--- src/rtl/core/fdf_pkg.sv ---
// shared types, codes and character constants of the fixed-point decimal formatter
// no dependencies; imported by every module of the block

package fdf_pkg;

  localparam int NUM_DIGITS = 5;
  localparam int NUM_CHARS  = 6;
  localparam int VALUE_W    = 16;
  localparam int STEP_BITS  = 2;
  localparam int CONV_STEPS = VALUE_W / STEP_BITS;
  localparam int STEP_CNT_W = $clog2(CONV_STEPS);
  localparam int CNT_W      = $clog2(NUM_CHARS + 1);

  typedef logic [3:0] digit_t;
  typedef logic [7:0] char_t;

  localparam char_t CH_SPACE = 8'h20;
  localparam char_t CH_DOT   = 8'h2E;
  localparam char_t CH_MINUS = 8'h2D;
  localparam char_t CH_STAR  = 8'h2A;

  typedef enum logic [2:0] {
    OP_FIX1  = 3'd0,
    OP_FIX2  = 3'd1,
    OP_FIX3  = 3'd2,
    OP_SFIX2 = 3'd3,
    OP_UDEC  = 3'd4,
    OP_SDEC  = 3'd5
  } op_t;

  typedef enum logic [1:0] {
    ST_IDLE,
    ST_CONV,
    ST_HAND
  } conv_state_t;

  typedef struct packed {
    op_t                         op;
    logic                        neg;
    digit_t [NUM_DIGITS-1:0]     digits;
  } fmt_req_t;

  // add-3 correction of one bcd digit before it doubles
  function automatic digit_t bcd_adjust(input digit_t d);
    bcd_adjust = (d >= 4'd5) ? digit_t'(d + 4'd3) : d;
  endfunction

endpackage

--- src/rtl/core/fdf_digit_cell.sv ---
// one bcd digit cell of the double-dabble chain, two bits shifted in per cycle while shift_en is high
// depends on fdf_pkg

module fdf_digit_cell (
  input  logic            clk,
  input  logic            clear,
  input  logic            shift_en,
  input  logic            bit_hi_in,
  input  logic            bit_lo_in,
  output logic            bit_hi_out,
  output logic            bit_lo_out,
  output fdf_pkg::digit_t digit
);
  import fdf_pkg::*;

  digit_t digit_r, digit_nxt;
  digit_t adj_a, mid, adj_b;

  always_comb begin
    adj_a      = bcd_adjust(digit_r);
    mid        = {adj_a[2:0], bit_hi_in};
    adj_b      = bcd_adjust(mid);
    bit_hi_out = adj_a[3];
    bit_lo_out = adj_b[3];
    digit_nxt  = {adj_b[2:0], bit_lo_in};
  end

  always_ff @(posedge clk) begin
    if (clear) begin
      digit_r <= '0;
    end else if (shift_en) begin
      digit_r <= digit_nxt;
    end
  end

  assign digit = digit_r;

endmodule

--- config.mk ---
export PLATFORM = sky130hd
export DESIGN_NAME = fdf_digit_cell
export DESIGN_NICKNAME = d
export VERILOG_FILES = /design/src/rtl/core/fdf_pkg.sv /design/src/rtl/core/fdf_digit_cell.sv
export SDC_FILE = /design/constraint.sdc
export NUM_CORES = 1
export LEC_CHECK = 0
export ABC_CLOCK_PERIOD_IN_PS = 2200
export BUFFER_PORTS_ARGS = -buffer_cell sky130_fd_sc_hd__clkbuf_2
export CAP_MARGIN = 20
export CORE_AREA = 2 2 39 41
export DETAILED_ROUTE_END_ITERATION = 8
export DIE_AREA = 0 0 41 43
export HOLD_SLACK_MARGIN = 0.03
export PLACE_DENSITY = 0.56
export SLEW_MARGIN = 20
export SYNTH_ARGS = -nofsm -noshare
export SYNTH_HDL_FRONTEND = slang
export SYNTH_SLANG_ARGS = --single-unit
--- constraint.sdc ---
create_clock -name clk -period 2.2 [get_ports clk]
set_input_delay 0.44 -clock clk [delete_from_list [all_inputs] [get_ports clk]]
set_output_delay 0.44 -clock clk [all_outputs]
set_load 0.005 [all_outputs]
==> results of run 1 <==
worst max-delay path, stage by stage, from the launching register on:
cell,delay (ns)
dfxtp_2,0.34
inv_4,0.05
ha_4,0.14
nand2b_4,0.14
a21oi_4,0.16
mux2_4,0.32
o21bai_4,0.17
xor2_1,0.14
buf_2,0.13
cell type report:
cell class / instances / area share
timing repair buffer: 19 / 0.211
inverter: 2 / 0.0179
sequential: 4 / 0.148
multi-input combinational: 32 / 0.547
tap: 16 / 0.0359
clock buffer: 3 / 0.0404
synth_stat cells (all sizes together) (2+ instances only):
master	count	area [um2]
inv	2	7.51
ha	2	25.0
nor2	5	18.8
mux2i	2	20.0
o21ai	2	10.0
dfxtp	4	80.1
nand3	2	10.0
nand2b	2	20.0
o21bai	2	15.0
per-stage QoR:
step	setup TNS (ns)	util	hold slack, ns	power (W)	area [um2]
4_1_cts	-0.0561	0.375	0.423	0.000347	519
3_3_place_gp	0	0.322	0.579	0.000223	445
5_1_grt	-0.130	0.403	0.438	0.000385	558
3_5_place_dp	0	0.322	0.589	0.000225	445
2_1_floorplan	0	-	0.512	0.000178	349
6_report	-0.0834	0.403	0.430	0.000362	558
worst min-delay path by stage:
stage / start / endpoint / slack (ns)
final: clear / digit[0] / 0.43
after global routing: clear / digit[0] / 0.44
after CTS: clear / digit[3] / 0.42
after detailed placement: digit[3] / digit[3] / 0.59
after global placement: digit[3] / digit[3] / 0.58
after floorplan: clear / digit[3] / 0.51
metal layers:
layer / track usage / up-vias
li1: - / 186
met3: 0.0314 / 0
met2: 0.163 / 8
met4: 0.0200 / 0
met1: 0.125 / 160
met5: 0 / -
cells by family (layout without fill, tap and decap cells):
| family | Yosys count | after routing |
|---|---|---|
| adder cells (fa/ha/maj) | 2 | 2 |
| buffers and inverters | 3 | 24 |
| XOR/XNOR | 2 | 2 |
| AND/OR/NAND/NOR | 14 | 14 |
| AO/OA/AOI/OAI | 11 | 11 |
| flip-flops | 4 | 4 |
| multiplexers | 3 | 3 |
power by group:
| group | internal [W] | total (W) | switching [W] |
|---|---|---|---|
| sequential | 0.0000809 | 0.0000919 | 0.0000110 |
| combinational | 0.000102 | 0.000178 | 0.0000758 |
| clock | 0.0000611 | 0.0000927 | 0.0000316 |
| total | 0.000244 | 0.000362 | 0.000118 |
what timing repair did:
item	4_1_cts	5_1_grt
resized for setup	6	5
hold buffers	0	0
endpoints found under the setup margin	1	1
pin swaps	3	1
hold endpoints to repair	0	0
setup buffers	3	2
==> results.md, run 1 <==
- Vias in the first global route: between 300 and 400
- Antenna violations before repair: 0
- Starting DRC count in detailed routing: 6
- Reg clk slew, reported paths: roughly 0.040 ns
- FF+latch area: slightly above 80 um2
- Clk sinks: 4
- Number of remaining DRC errors: 0
- Layout net count: 69
- DIE AREA: 1760 um2
- Die X: 41 um
- Crit. Startpoint: digit[1]
- Failing checks: setup timing
- Crit-path max FO: 3
- Post-Layout Cell Count: 76
- Achievable Freq: 438 MHz
- Peak VDD IR: about 0.2 mV
- Register area share after synthesis: 0.229
- Io pins: 11
- Post-synthesis simple-gate area fraction: 0.233
- Tcrit/Tclk final: 1.04
- Post-Syn Area: around 350 um2
- Layout cells sized above 1: 0.567
- Slew Limit Fails: 0
- Max Used Layer: met3
- Synth-to-Final Area Change: 59.9%
- Gate Count Post-Synth: 39
- Multiplexer area fraction after synthesis: 0.100
- Cts bufs inserted: 3
- Max reg flops: 4
- Worst Reg-to-Reg Cells: 9
- Post-synth EDFFs: 0
- Via count: 354
- Filler Cells Inserted: roughly 140
- Congestion Overflow GR: 0
- Crit start category: register
- Flops & latches, synth: 4
- Htree depth: 1
- Syn_area_per_cell: between 8 and 9 um2
- Core area: ~1400 um2
- R2R setup slack: 0.10 ns
- Adder-cell area share of the yosys netlist: 0.0717
- CP arrival: 1.84 ns
- WHS Path Cells: 2
- Most frequent cells in the layout: 9 x clkbuf_2, 9 x buf_4, 5 x nor2_1, 3 x clkbuf_4
- Placed Cells incl. Taps: about 70
- Critical path capture point: bit_lo_out
- Gp weighted congestion: 0.794
- Port Buf Inserts: 10
- Minimum clock period: roughly 2.3 ns
- # rows: 14
- Antenna Violating Nets Remaining: 0
- Largest family of logic cells by synthesized area: compound AO/OA/AOI/OAI gates
- Initial Util: 0.252
- First-pass GRT wire length: 1230 um
- Multi-input logic area: slightly above 300 um2
- Clock skew: between 0.001 and 0.0015 ns
- Critical R2R Launch: digit[1]
- Worst-margin pin slew: ~0.32 ns
- Setup ws final: -0.0834 ns
- Lkg Pwr: roughly 0.24 nW
- Net Count, Synth: 46
- Via count normalized by instance count: between 4 and 5
- Reg-to-Reg End: digit[3]
- Met2 wire length: 427 um
- Setup violators final: 1
- Place WS: 0.0241 ns
- HP Class: input port to register
- Clk_lat worst skew: 0.24 ns
- Die extent in y: 43 um
- RSZ-0062 raised after global routing: true
- Pwr dens: between 600 and 700 nW/um2
- Critical Path RT: 1.76 ns
- Max Cap Viol: 0
- Netlist cell types: 26
- Met3 routed wirelength: around 34 um
- Synth warnings: 0
- Post-synthesis compound-gate area fraction: 0.262
- Status: finished, violations left
- CTS max path bufs: 2
- Root buffer selected by CTS: clkbuf_4
- Post-Synth XOR/XNOR Area: 0.0717
- Global Route Usage Sum: 0.100
- Largest net degree at the start of global routing: 9
- # diodes: 0
- Post-synth top flop: dfxtp_1
- Drt first pass iters: 4
- CTS tree: yes
- Wire length per cell: 11.0 um
- Detail Placement HPWL: 639 um
- Max_slew headroom: 0.787
- Crit Path Category: register to output pin
- CP endpoint kind: output pin
- DRT met1 WL: between 300 and 400 um
- Final wirelength: 839 um
- Final-report hold violation count: 0
- Ys async rst share: 0
(Power assumes the default switching activity.)
==> run 2, diff against run 1 <==
--- a/config.mk
+++ b/config.mk
@@ -5,7 +5,7 @@
 export SDC_FILE = /design/constraint.sdc
 export NUM_CORES = 1
 export LEC_CHECK = 0
-export ABC_CLOCK_PERIOD_IN_PS = 2200
+export ABC_CLOCK_PERIOD_IN_PS = 2250
 export BUFFER_PORTS_ARGS = -buffer_cell sky130_fd_sc_hd__clkbuf_2
 export CAP_MARGIN = 20
 export CORE_AREA = 2 2 39 41
==> constraint.sdc (replaced) <==
create_clock -name clk -period 2.25 [get_ports clk]
set_input_delay 0.45 -clock clk [delete_from_list [all_inputs] [get_ports clk]]
set_output_delay 0.45 -clock clk [all_outputs]
set_load 0.005 [all_outputs]
==> run 2 against run 1 <==
The run still ends with setup timing left. Highest routed layer unchanged. Register-to-register slack improved by 0.14 ns. Combinational power about the same. Setup slack worse by 0.014 ns. Via count rose by 3.4%. Largest power group unchanged.
==> results.md, run 2 (synthesis results as in run 1) <==
- Status: finished, violations left
- Failing checks: setup timing
- Slowest CP cell: dfxtp_2
- Reg clk slew, reported paths: 0.04 ns (about the same)
- First-pass GRT wire length: 1460 um (+18%)
- Critical R2R Launch: digit[1]
- Largest net degree at the start of global routing: 9 (unchanged)
- Root buffer selected by CTS: clkbuf_4
- Via count: 366 (+3.4%)
- Antenna Violating Nets Remaining: 0 (unchanged)
- Most frequent cells in the layout: 10 x buf_4, 9 x clkbuf_2, 5 x nor2_1, 3 x clkbuf_4
- Clock skew: 0.000169 ns (-0.000938 ns)
- Lkg Pwr: 0.243 nW (+2.9%)
- Layout cells sized above 1: 0.590 (+0.0235)
- Die X: 41 um (unchanged)
- Met2 wire length: 445 um (+4.2%)
- Worst-margin pin slew: 0.303 ns (-0.0153 ns)
- Gp weighted congestion: 0.698 (-12%)
- Reg-to-Reg End: digit[3]
- Most common cell after layout, fill and taps aside: buf_4
- Max incr delay on CP: 0.34 ns (about the same)
- Initial Util: 0.252 (unchanged)
- Seq pwr share: 0.253 (about the same)
- Max_slew headroom: 0.797 (+0.0102)
- Slew Limit Fails: 0 (unchanged)
- Placed Cells incl. Taps: 68 (unchanged)
- Clock Power Share: 0.256 (about the same)
- Gate power share: 0.491 (about the same)
- Final-report hold violation count: 0 (unchanged)
- HP Class: input port to register
- Layout net count: 70 (+1.4%)
- Core area: 1380 um2 (unchanged)
- Worst path cell trace: inv_4 > ha_4 > nand2b_4 > a21oi_4 > mux2_4 > o21bai_4 > xor2_1 > buf_2
- Io pins: 11 (unchanged)
- CTS max path bufs: 2 (unchanged)
- Worst Reg-to-Reg Cells: 8 (-1)
- DRT met1 WL: 430 um (+14%)
- Via count normalized by instance count: 4.75 (+2.0%)
- CTS tree: yes
- Clk sinks: 4 (unchanged)
- Critical Path RT: 1.80 ns (+0.04 ns)
- Drt first pass iters: 4 (unchanged)
- # rows: 14 (unchanged)
- Critical path capture point: bit_lo_out
- DIE AREA: 1760 um2 (unchanged)
- CP arrival: 1.90 ns (+0.06 ns)
- Starting DRC count in detailed routing: 9 (+3)
- Switching Fraction: 0.333 (+0.00620)
- Port Buf Inserts: 10 (unchanged)
- Minimum clock period: 2.35 ns
- Place WS: 0.0417 ns (+0.0176 ns)
- CP endpoint kind: output pin
- Clk_lat worst skew: 0.24 ns (about the same)
- Achievable Freq: ~430 MHz
- Detail Placement HPWL: 594 um (-7.0%)
- Final wirelength: 919 um (+9.5%)
- Synth-to-Final Area Change: 62.7%
- Number of remaining DRC errors: 0 (unchanged)
- Wire length per cell: 11.9 um (+8.1%)
- Peak VDD IR: 0.202 mV (+1.5%)
- Global Route Usage Sum: 0.118 (+0.0180)
- # diodes: 0 (unchanged)
- Vias in the first global route: 342 (+13%)
- Crit start category: register
- Congestion Overflow GR: 0 (unchanged)
- Tcrit/Tclk final: 1.04
- Setup violators final: 1 (unchanged)
- Met3 routed wirelength: 43 um (+26%)
- Internal power: 0.000237 W (-2.7%)
- Max reg flops: 4 (unchanged)
- Post-Layout Cell Count: 77 (+1.3%)
- Antenna violations before repair: 0 (unchanged)
- Pwr dens: 626 nW/um2 (-3.6%)
- Core Util, Final: 0.410 (+0.00723)
- Crit-path max FO: 3 (unchanged)
- Max Cap Viol: 0 (unchanged)
- Crit Path Category: register to output pin
- Crit. Startpoint: digit[1]
- Cts bufs inserted: 3 (unchanged)
- RSZ-0062 raised after global routing: true
- R2R setup slack: 0.24 ns (+0.14 ns)
- Setup ws final: -0.0970 ns (-0.0136 ns)
- Htree depth: 1 (unchanged)
- Max Used Layer: met3
- P_sw: 0.000118 W (about the same)
- Die extent in y: 43 um (unchanged)
-- run 2: worst max-delay path, delay by kind of cell (launching register included) --
kind,cells,cell delay [ns]
adders and majority gates,1,0.14
DFF,1,0.34
and+or+nand+nor,1,0.15
xor gates and xnor gates,1,0.16
muxes,1,0.32
AOI/OAI and AO/OA,2,0.36
buffers and inverters,2,0.19
-- run 2: metal layers --
layer / global-route usage / vias up
li1: - / 192
met1: 0.160 / 166
met2: 0.175 / 8
met3: 0.0471 / 0
met4: 0.0200 / 0
met5: 0 / -
-- run 2: what timing repair did --
item	4_1_cts	5_1_grt
pin swaps	2	1
buffers inserted	5	1
gates resized for setup	9	4
hold buffers	0	0
endpoints found under the setup margin	1	1
-- run 2: worst min path at each step --
| stage | to | startpoint | cells past startpoint | slack [ns] |
|---|---|---|---|---|
| final | digit[0] | clear | 2 | 0.44 |
| after CTS | digit[0] | clear | 2 | 0.43 |
| after floorplan | digit[3] | clear | 1 | 0.52 |
| after global placement | digit[3] | digit[3] | 2 | 0.59 |
| after global routing | digit[0] | clear | 2 | 0.44 |
| after detailed placement | digit[3] | digit[3] | 2 | 0.58 |
-- run 2: cell type report --
type | count | area (um2)
fill | 129 | 816
multi-input combinational | 32 | 305
timing repair buffer | 20 | 125
sequential | 4 | 85.1
clock buffer | 3 | 22.5
tap | 16 | 20.0
inverter | 2 | 10.0
-- run 2: power groups by stage --
| stage | registers (W) | clock network [W] | logic, W |
|---|---|---|---|
| floorplan | 0.0000900 | 0 | 0.0000838 |
| global route | 0.0000910 | 0.000102 | 0.000192 |
| detailed placement | 0.0000898 | 0 | 0.000132 |
| CTS | 0.0000895 | 0.0000942 | 0.000155 |
| global placement | 0.0000895 | 0 | 0.000132 |
| finish | 0.0000899 | 0.0000912 | 0.000175 |
-- run 2: per-stage QoR --
step / hold WS (ns) / TNS, ns / power [W] / instance area, um2
2_1_floorplan: 0.522 / 0 / 0.000174 / 349
3_3_place_gp: 0.586 / 0 / 0.000222 / 445
3_5_place_dp: 0.585 / 0 / 0.000222 / 445
4_1_cts: 0.434 / -0.0768 / 0.000339 / 537
5_1_grt: 0.437 / -0.182 / 0.000385 / 568
6_report: 0.442 / -0.0970 / 0.000356 / 568
==> run 3, diff against run 2 <==
--- a/config.mk
+++ b/config.mk
@@ -8,11 +8,13 @@
 export ABC_CLOCK_PERIOD_IN_PS = 2250
 export BUFFER_PORTS_ARGS = -buffer_cell sky130_fd_sc_hd__clkbuf_2
 export CAP_MARGIN = 20
+export CELL_PAD_IN_SITES_DETAIL_PLACEMENT = 1
+export CELL_PAD_IN_SITES_GLOBAL_PLACEMENT = 1
 export CORE_AREA = 2 2 39 41
 export DETAILED_ROUTE_END_ITERATION = 8
 export DIE_AREA = 0 0 41 43
 export HOLD_SLACK_MARGIN = 0.03
-export PLACE_DENSITY = 0.56
+export PLACE_DENSITY = 0.68
 export SLEW_MARGIN = 20
 export SYNTH_ARGS = -nofsm -noshare
 export SYNTH_HDL_FRONTEND = slang
==> run 3 against run 2 <==
The flow still finishes with violations (setup timing). Routed wire length decreased by 5.4%. Register-to-register slack improved by 0.03 ns. Count of clock-buffer cells in the layout unchanged. Core utilization fell by 4.5 points. Final cell count down 2.6%. Critical path type unchanged. Sequential share of layout area up 1.4 points. Via count fell by 1.1%.
==> results.md, run 3 (synthesis results as in run 1) <==
- Number of remaining DRC errors: 0 (unchanged)
- Worst-margin pin slew: 0.280 ns (-0.0234 ns)
- Slew Limit Fails: 0 (unchanged)
- Antenna Violating Nets Remaining: 0 (unchanged)
- Achievable Freq: 443 MHz (+4.1%)
- Worst Reg-to-Reg Cells: 8 (unchanged)
- RSZ-0062 raised after global routing: true
- Port Buf Inserts: 10 (unchanged)
- Critical hold path startpoint: clear
- Critical path buffer and inverter count: 2 (unchanged)
- CTS tree: yes
- Largest net degree at the start of global routing: 9 (unchanged)
- Worst path cell trace: inv_2 > ha_2 > nand2b_4 > a21oi_4 > mux2_4 > o21bai_1 > xor2_1 > clkbuf_2
- CP arrival: 1.80 ns (-0.10 ns)
- Max incr delay on CP: 0.32 ns (-0.02 ns)
- Max reg flops: 4 (unchanged)
- Reg clk slew, reported paths: 0.04 ns (about the same)
- Clock skew: 0.00274 ns (+0.00257 ns)
- WHS Path Cells: 2 (unchanged)
- Detail Placement HPWL: 695 um (+17%)
- Pwr dens: 642 nW/um2 (+2.5%)
- Max Cap Viol: 0 (unchanged)
- Io pins: 11 (unchanged)
- Met2 wire length: 405 um (-9.0%)
- Critical Path RT: 1.80 ns (about the same)
- Htree depth: 1 (unchanged)
- Final-report hold violation count: 0 (unchanged)
- Minimum clock period: 2.25 ns (-0.0922 ns)
- CP delay by family, top: flip-flops
- Max Used Layer: met3
- # rows: 14 (unchanged)
- Via count: 362 (-1.1%)
- Antenna violations before repair: 0 (unchanged)
- Die X: 41 um (unchanged)
- Drt first pass iters: 1 (-3)
- DRT met1 WL: 426 um (-0.93%)
- Failing checks: setup timing
- Gp weighted congestion: 0.716 (+2.5%)
- Setup violators final: 1 (unchanged)
- Clk sinks: 4 (unchanged)
- Wire length per cell: 11.6 um (-2.9%)
- Congestion Overflow GR: 0 (unchanged)
- Starting DRC count in detailed routing: 0 (-9)
- Synth-to-Final Area Change: 44.8%
- Lkg Pwr: 0.226 nW (-6.9%)
- Layout net count: 68 (-2.9%)
- Reg-to-Reg End: digit[3]
- Hold Path End: digit[0]
- Finished Cell Area: 505 um2 (-11%)
- Initial Util: 0.252 (unchanged)
- Hold WS: 0.445 ns (+0.00318 ns)
- Crit-path max FO: 3 (unchanged)
- Most common cell after layout, fill and taps aside: clkbuf_2
- Met3 routed wirelength: 37 um (-14%)
- Layout cells sized above 1: 0.542 (-0.0478)
- Global Route Usage Sum: 0.113 (-0.00490)
- Crit Path Category: register to output pin
- Via count normalized by instance count: 4.83 (+1.5%)
- R2R setup slack: 0.27 ns (+0.03 ns)
- First-pass GRT wire length: 1390 um (-4.7%)
- Cts bufs inserted: 3 (unchanged)
- Crit. Startpoint: digit[1]
- Die extent in y: 43 um (unchanged)
- Most frequent cells in the layout: 10 x clkbuf_2, 8 x buf_4, 5 x nor2_1, 3 x clkbuf_4
- DIE AREA: 1760 um2 (unchanged)
- Clk_lat worst skew: 0.23 ns (about the same)
- Max_slew headroom: 0.812 (+0.0151)
- Placed Area: 453 um2 (+1.7%)
- Setup ws final: -0.00489 ns (+0.0922 ns)
- Status: finished, violations left
- Core area: 1380 um2 (unchanged)
- Critical R2R Launch: digit[1]
- CP endpoint kind: output pin
- Post-route setup TNS: -0.00489 ns (+0.0922 ns)
- Root buffer selected by CTS: clkbuf_4
- Slowest CP cell: dfxtp_2
- Final wirelength: 869 um (-5.4%)
- Vias in the first global route: 342 (unchanged)
- CTS max path bufs: 2 (unchanged)
- HP Class: input port to register
- Peak VDD IR: 0.273 mV (+35%)
- Tcrit/Tclk final: 1.00 (-0.0410)
- Crit start category: register
- # diodes: 0 (unchanged)
==> run 3: repair_timing <==
item                       in CTS  in global routing
hold buffers                    0                  0
resized for setup               5                  0
pin swaps                       2                  0
setup buffers                   3                  0
setup endpoints to repair       1                  1
cloned                          0                  0
==> run 3: power by group <==
group / leakage (nW) / internal (W) / total (W) / switching, W
registers: 0.0338 / 0.0000791 / 0.0000894 / 0.0000103
clock network: 0.0138 / 0.0000596 / 0.0000882 / 0.0000286
logic: 0.178 / 0.0000817 / 0.000147 / 0.0000650
total: 0.226 / 0.000220 / 0.000324 / 0.000104
==> run 3: worst max path at each step <==
stage	endpoint	slack, ns	cells after the start
finish	bit_lo_out	-0.005	8
global route	bit_lo_out	-0.13	8
CTS	bit_lo_out	-0.03	8
detailed placement	bit_lo_out	0.06	8
global placement	bit_lo_out	0.08	8
floorplan	bit_lo_out	0.19	7
==> run 3: routing by layer <==
metal / global-route usage / vias up
li1: - / 188
met5: 0 / -
met1: 0.147 / 167
met4: 0.0200 / 0
met2: 0.172 / 7
met3: 0.0471 / 0
==> run 3: cell type report <==
| class | instances | area (um2) |
|---|---|---|
| Multi-Input combinational cell | 32 | 263 |
| Inverter | 2 | 7.51 |
| Sequential cell | 4 | 82.6 |
| Tap cell | 16 | 20.0 |
| Clock buffer | 3 | 22.5 |
| Fill cell | 175 | 878 |
| Timing Repair Buffer | 18 | 110 |
==> run 3: stage by stage <==
step | setup slack (ns) | util | cells | power (W)
after detailed placement | 0.0552 | 0.327 | 69 | 0.000225
final | -0.00489 | 0.365 | 75 | 0.000324
after global placement | 0.0810 | 0.327 | 69 | 0.000223
after CTS | -0.0274 | 0.365 | 75 | 0.000331
after global routing | -0.134 | 0.365 | 75 | 0.000353
after floorplan | 0.186 | - | 39 | 0.000174
